==> config.mk <==
export PLATFORM = sky130hd
export DESIGN_NAME = rks_front
export DESIGN_NICKNAME = d
export VERILOG_FILES = /design/src/hw/rtl/range_key_sorted_half_split_assert.svh /design/src/hw/rtl/rks_pkg.sv /design/src/hw/rtl/rks_front.sv
export SDC_FILE = /design/constraint.sdc
export NUM_CORES = 1
export LEC_CHECK = 0
export BUFFER_PORTS_ARGS = -buffer_cell sky130_fd_sc_hd__buf_2
export CAP_MARGIN = 20
export CORE_UTILIZATION = 45
export CTS_CLUSTER_SIZE = 8
export DETAILED_ROUTE_END_ITERATION = 7
export GPL_TIMING_DRIVEN = 0
export PLACE_DENSITY = 0.69
export SYNTH_ARGS = -nofsm -noshare
export SYNTH_HDL_FRONTEND = slang
export SYNTH_SLANG_ARGS = --single-unit
==> constraint.sdc <==
create_clock -name clk -period 10.6 [get_ports clk]
set_input_delay 1.06 -clock clk [delete_from_list [all_inputs] [get_ports clk]]
set_output_delay 1.06 -clock clk [all_outputs]
set_load 0.005 [all_outputs]
==> src/hw/rtl/range_key_sorted_half_split_assert.svh <==
// assertion macros for the sorted half split block
`ifndef RANGE_KEY_SORTED_HALF_SPLIT_ASSERT_SVH
`define RANGE_KEY_SORTED_HALF_SPLIT_ASSERT_SVH

`define RKS_ASSERT_IMPL(label, ante, cons, msg) \
	label: assert property (@(posedge clk) disable iff (!arst_n) (ante) |-> (cons)) \
		else $error(msg);

`define RKS_ASSERT_NEXT(label, ante, cons, msg) \
	label: assert property (@(posedge clk) disable iff (!arst_n) (ante) |=> (cons)) \
		else $error(msg);

`endif

==> src/hw/rtl/rks_pkg.sv <==
`timescale 1ns / 1ps
package rks_pkg;
	localparam int MAX_ENTRIES = 64;
	localparam int KEY_WIDTH = 64;
	localparam int IDX_W = $clog2(MAX_ENTRIES);
	localparam int CNT_W = IDX_W + 1;
	localparam int QDEPTH = 2;

	typedef struct packed {
		logic [KEY_WIDTH-1:0] lower;
		logic [KEY_WIDTH-1:0] upper;
		logic                 close;
	} beat_t;

	typedef enum logic [1:0] {
		ST_IDLE,
		ST_EMIT
	} back_state_t;

	function automatic logic key_after(input logic [KEY_WIDTH-1:0] xl,
		input logic [KEY_WIDTH-1:0] xu, input logic [KEY_WIDTH-1:0] yl,
		input logic [KEY_WIDTH-1:0] yu);
		logic r;
		if (xl != yl) r = $signed(yl) < $signed(xl);
		else r = $signed(yu) < $signed(xu);
		return r;
	endfunction
endpackage

==> src/hw/rtl/rks_front.sv <==
`timescale 1ns / 1ps
// input register and small queue of beats toward the sorter
module rks_front (
	input  logic            clk,
	input  logic            arst_n,
	input  logic            start,
	input  logic [63:0]     entry_lower,
	input  logic [63:0]     entry_upper,
	input  logic            last_entry,
	output logic            full,
	output logic            q_valid,
	output rks_pkg::beat_t  q_beat,
	input  logic            q_pop
);
	import rks_pkg::*;

	beat_t     buf_q [QDEPTH];
	logic [1:0] cnt_q;
	logic      push;

	assign full = (cnt_q == 2'(QDEPTH));
	assign push = start & ~full;
	assign q_valid = (cnt_q != 2'd0);
	assign q_beat = buf_q[0];

	always_ff @(posedge clk or negedge arst_n) begin
		if (!arst_n) cnt_q <= '0;
		else cnt_q <= cnt_q + {1'b0, push} - {1'b0, q_pop};
	end

	always_ff @(posedge clk) begin
		if (q_pop) buf_q[0] <= buf_q[1];
		if (push) begin
			if (q_pop ? cnt_q == 2'd1 : cnt_q == 2'd0) begin
				buf_q[0] <= '{lower: entry_lower[KEY_WIDTH-1:0],
					upper: entry_upper[KEY_WIDTH-1:0], close: last_entry};
			end else begin
				buf_q[1] <= '{lower: entry_lower[KEY_WIDTH-1:0],
					upper: entry_upper[KEY_WIDTH-1:0], close: last_entry};
			end
		end
	end
endmodule

Word-level counts from Yosys, hierarchy flattened. Memory sizes are Yosys's and may differ from the RTL's. Index checks and enable logic that the tools add are counted.

Bitwise logic cells: 3. Multiplexer cells: 10. Eq/ne operators: 2. Reduce and logical (&&, ||, !) cells: 2. Add/subtract/negate cells: 2.

Operators with widths (count): $mux 129 (1); $mux 1 (9); $add 2x1->2 (1); $eq 2x1->1 const B (1); $eq 2x2->1 const B (1); $logic_not 2->1 (1); $reduce_bool 2->1 (1); $sub 2x1->2 (1); $and 1x1->1 (1); $not 1->1 (1); $or 1x1->1 (1).

Bits in registers: 2. Memories: 1. Bits in writable memories: 258.

Memory list: buf_q (depth 2, width 129, read ports 2, clocked after Yosys merged registers in 0, wr ports 2, RTL line rks_front.sv:17) `beat_t buf_q [QDEPTH];`.

Depth between registers and ports, before layout.
Depth in word-level cells: 6. Gate-level depth with buffers: 7. Depth with buffers taken out: 7.

Least setup slack after synthesis. No wires, ideal clock.

Kind: input -> register. Start point: input q_pop. End point: memory buf_q[0][129] (netlist bit) (enable). Setup time: 503 ps. Setup slack: 5875 ps. Arrival: 4222 ps. Stages: 3. Cells stage by stage: nand2b_1 -> xnor2_1 -> and2_1.

RTL lines: start: declaration (RTL line rks_front.sv:13) `input logic q_pop`; end: declaration (RTL line rks_front.sv:17).

Worst setup path in the final report.
Start point: register cnt_q[0]. End point: output q_valid.

Cells in the longest elaborated chain, start to end: 1.

Ends and longest elaborated chain: start: declaration (RTL line rks_front.sv:18) `logic [1:0] cnt_q;`; start signal: assignment (RTL line rks_front.sv:28) `else cnt_q <= cnt_q + {1'b0, push} - {1'b0, q_pop};`; $reduce_bool 2->1 (RTL line rks_front.sv:23) `assign q_valid = (cnt_q != 2'd0);`; end: declaration (RTL line rks_front.sv:11) `output logic q_valid,`.

No other way between the ends.

==> reports/metrics.csv <==
metric,value,unit
status,"finished, final reports clean",
Power Density,265.6,mW/mm^2
Comb pwr share,24.4,%
Worst Skew,14.06,ps
Slew Limit Fails,0,
largest net degree at the start of global routing,64,
CTS Root Cell,clkbuf_16,
total grt overflow,0,
Worst-Skew Late Latency,500,ps
Critical Path Fanout Max,6,
worst slew pin tran,370.0,ps
DIE HEIGHT,154.6,um
CTS tree,built,
critical path launch point type,flip-flop,
vias in the first global route,5542,
period utilization,22.23,%
Tmin final,2356,ps
sequential share of power,44.7,%
Area Growth Syn to Fin,27.44,%
sw power,0.8287,mW
synthesized cell area,0.01048,sq mm
DRC,0,
Design Power,3.549,mW
Max Cap Viol,0,
via count,5397,
die area,0.02391,sq mm
crit path DAT,1300,ps
clock-pin slew on the worst setup and hold paths,50,ps
core area,0.02271,sq mm
vias per cell,4.693,
Int Pwr,2.720,mW
Yosys top cell by area,edfxtp_1,
overall global routing resource usage,15.90,%
max_slew headroom,75.34,%
die extent in x,154.6,um
Critical path origin,cnt_q[0],
average size of a mapped cell,19.13,sq um
sequential area share after synthesis,74.38,%
Synth area leaders,"edfxtp_1 74%, mux2_2 14%, buf_4 9.2%",
clk sink count,260,
Port Buf Inserts,263,
unrepaired setup endpoints after global routing,false,
Crit. End Element,output pin,
Finished Layout Cells,1150,
setup TNS,0,ps
Initial Util,46.17,%
Post-Synthesis Cells,548,
pre-CTS setup slack,8116,ps
Peak VDD IR,0.0001466,V
R2R Path Start,cnt_q[0],
hold crit path type,primary input to async pin,
crit path kind,flip-flop to output pin,
RD Place Congestion,0.7250,
Post-Route WL,19.10,mm
number of routed nets with antenna violations,0,
WP data required,9540,ps
Synth top area share,73.90,%
fin nets,990,
Switching Fraction,23.35,%
IO Count,264,
layout cells sized above 1,67.67,%
"Hold Violations, Final",0,
drt pass-1 iters,5,
row count,55,
final setup fails,0,
Inserted Clock Buffers,38,
Lkg Pwr,5.420,nW
cts hold-fix bufs,0,
clock network power share,30.9,%
global-route wire length before repair,29.41,mm
synth unique cells,15,
DR WL/cell,16.61,um
worst setup margin,8244,ps
H-tree depth,2,
post-CTS setup buffers,0,
warnings from Yosys,0,
HPWL after detailed placement,12.64,mm
CTS max path bufs,3,
Placed Cells,1100,
Max Freq,424.5,MHz
Post-Syn Nets,683,
DR iter-0 viols,247,
post_cts resized,0,
antenna violations before repair,5,
#FFs+latches synth,260,
[placed cells by master, fill, tap and decap left out, types with 3 or more instances in the layout]
cell type,count
buf_2,264
mux2_2,129
buf_4,129
buf_6,13
buf_16,4
edfxtp_1,258
clkbuf_16,41
inv_1,3
clkbuf_1,6
xnor2_1,4
[area by class of cell]
type / instances / area (sq um)
Antenna cell: 2 / 5.005
Buffer: 143 / 1120
Fill cell: 1761 / 9349
Inverter: 3 / 11.26
Tap cell: 285 / 356.6
Multi-Input combinational cell: 142 / 1565
Sequential cell: 260 / 7797
Clock buffer: 47 / 1049
Clock inverter: 1 / 30.03
Timing Repair Buffer: 267 / 1426
[flip-flops by register name (all words and copies together), names as in the netlist]
signal,cells
buf_q,258
cnt_q,2
[layer usage]
layer	routed length (um)	GRT usage, %
met2	9052	25.25
met4	454	6.318
met5	37	0
met1	7946	19.79
met3	1613	5.828
[power by group through the flow]
| stage | logic (mW) | registers, mW | clock network, mW |
|---|---|---|---|
| final | 0.866 | 1.59 | 1.10 |
| after global routing | 0.942 | 1.61 | 1.17 |
| after CTS | 0.888 | 1.59 | 1.13 |
| after detailed placement | 0.884 | 1.61 | 0 |
| after global placement | 0.839 | 1.65 | 0 |
| after floorplan | 0.569 | 1.61 | 0 |
[synth_stat cells (all sizes together)]
| master | count |
|---|---|
| mux2 | 129 |
| buf | 143 |
| inv | 3 |
| xnor2 | 4 |
| nor2 | 2 |
| o21ai | 1 |
| nand3 | 1 |
| dfrtp | 2 |
| nand2b | 1 |
| and2 | 1 |
| ha | 2 |
| edfxtp | 258 |
| a21o | 1 |
[logic make-up after synthesis]
kind of cell / synth area share [%]
adders and majority gates: 0.2387
AOI/OAI and AO/OA: 0.1193
and+or+nand+nor: 0.2865
DFF: 74.38
xor gates and xnor gates: 0.3341
buffers and inverters: 10.79
muxes: 13.86
[path summary, 6_finish.rpt]
kind / cells past startpoint / slack (ps) / end
setup / recovery: 3 / 8240 / q_valid
hold / removal: 1 / 340 / cnt_q[1]
setup reg to reg: 5 / 8860 / buf_q[0][28]
hold reg to reg: 1 / 540 / buf_q[0][73]
max in group asynchronous: 1 / 10160 / cnt_q[0]
min in group clk: 1 / 540 / buf_q[0][73]
[metrics by stage]
stage	util [%]	hold WS, ps	area (sq um)
2_1_floorplan	-	523.1	10480
3_3_place_gp	53.53	526.4	12160
6_report	58.83	335.8	13360
5_1_grt	58.82	321.4	13360
3_5_place_dp	54.06	531.5	12280
4_1_cts	58.81	311.6	13360
[worst max-delay path, stage by stage, from the launching register on]
cell and delay (ps):
dfrtp_1 450, nor2_1 180, inv_1 50, buf_2 130
Power figures use the tool's default switching activity.
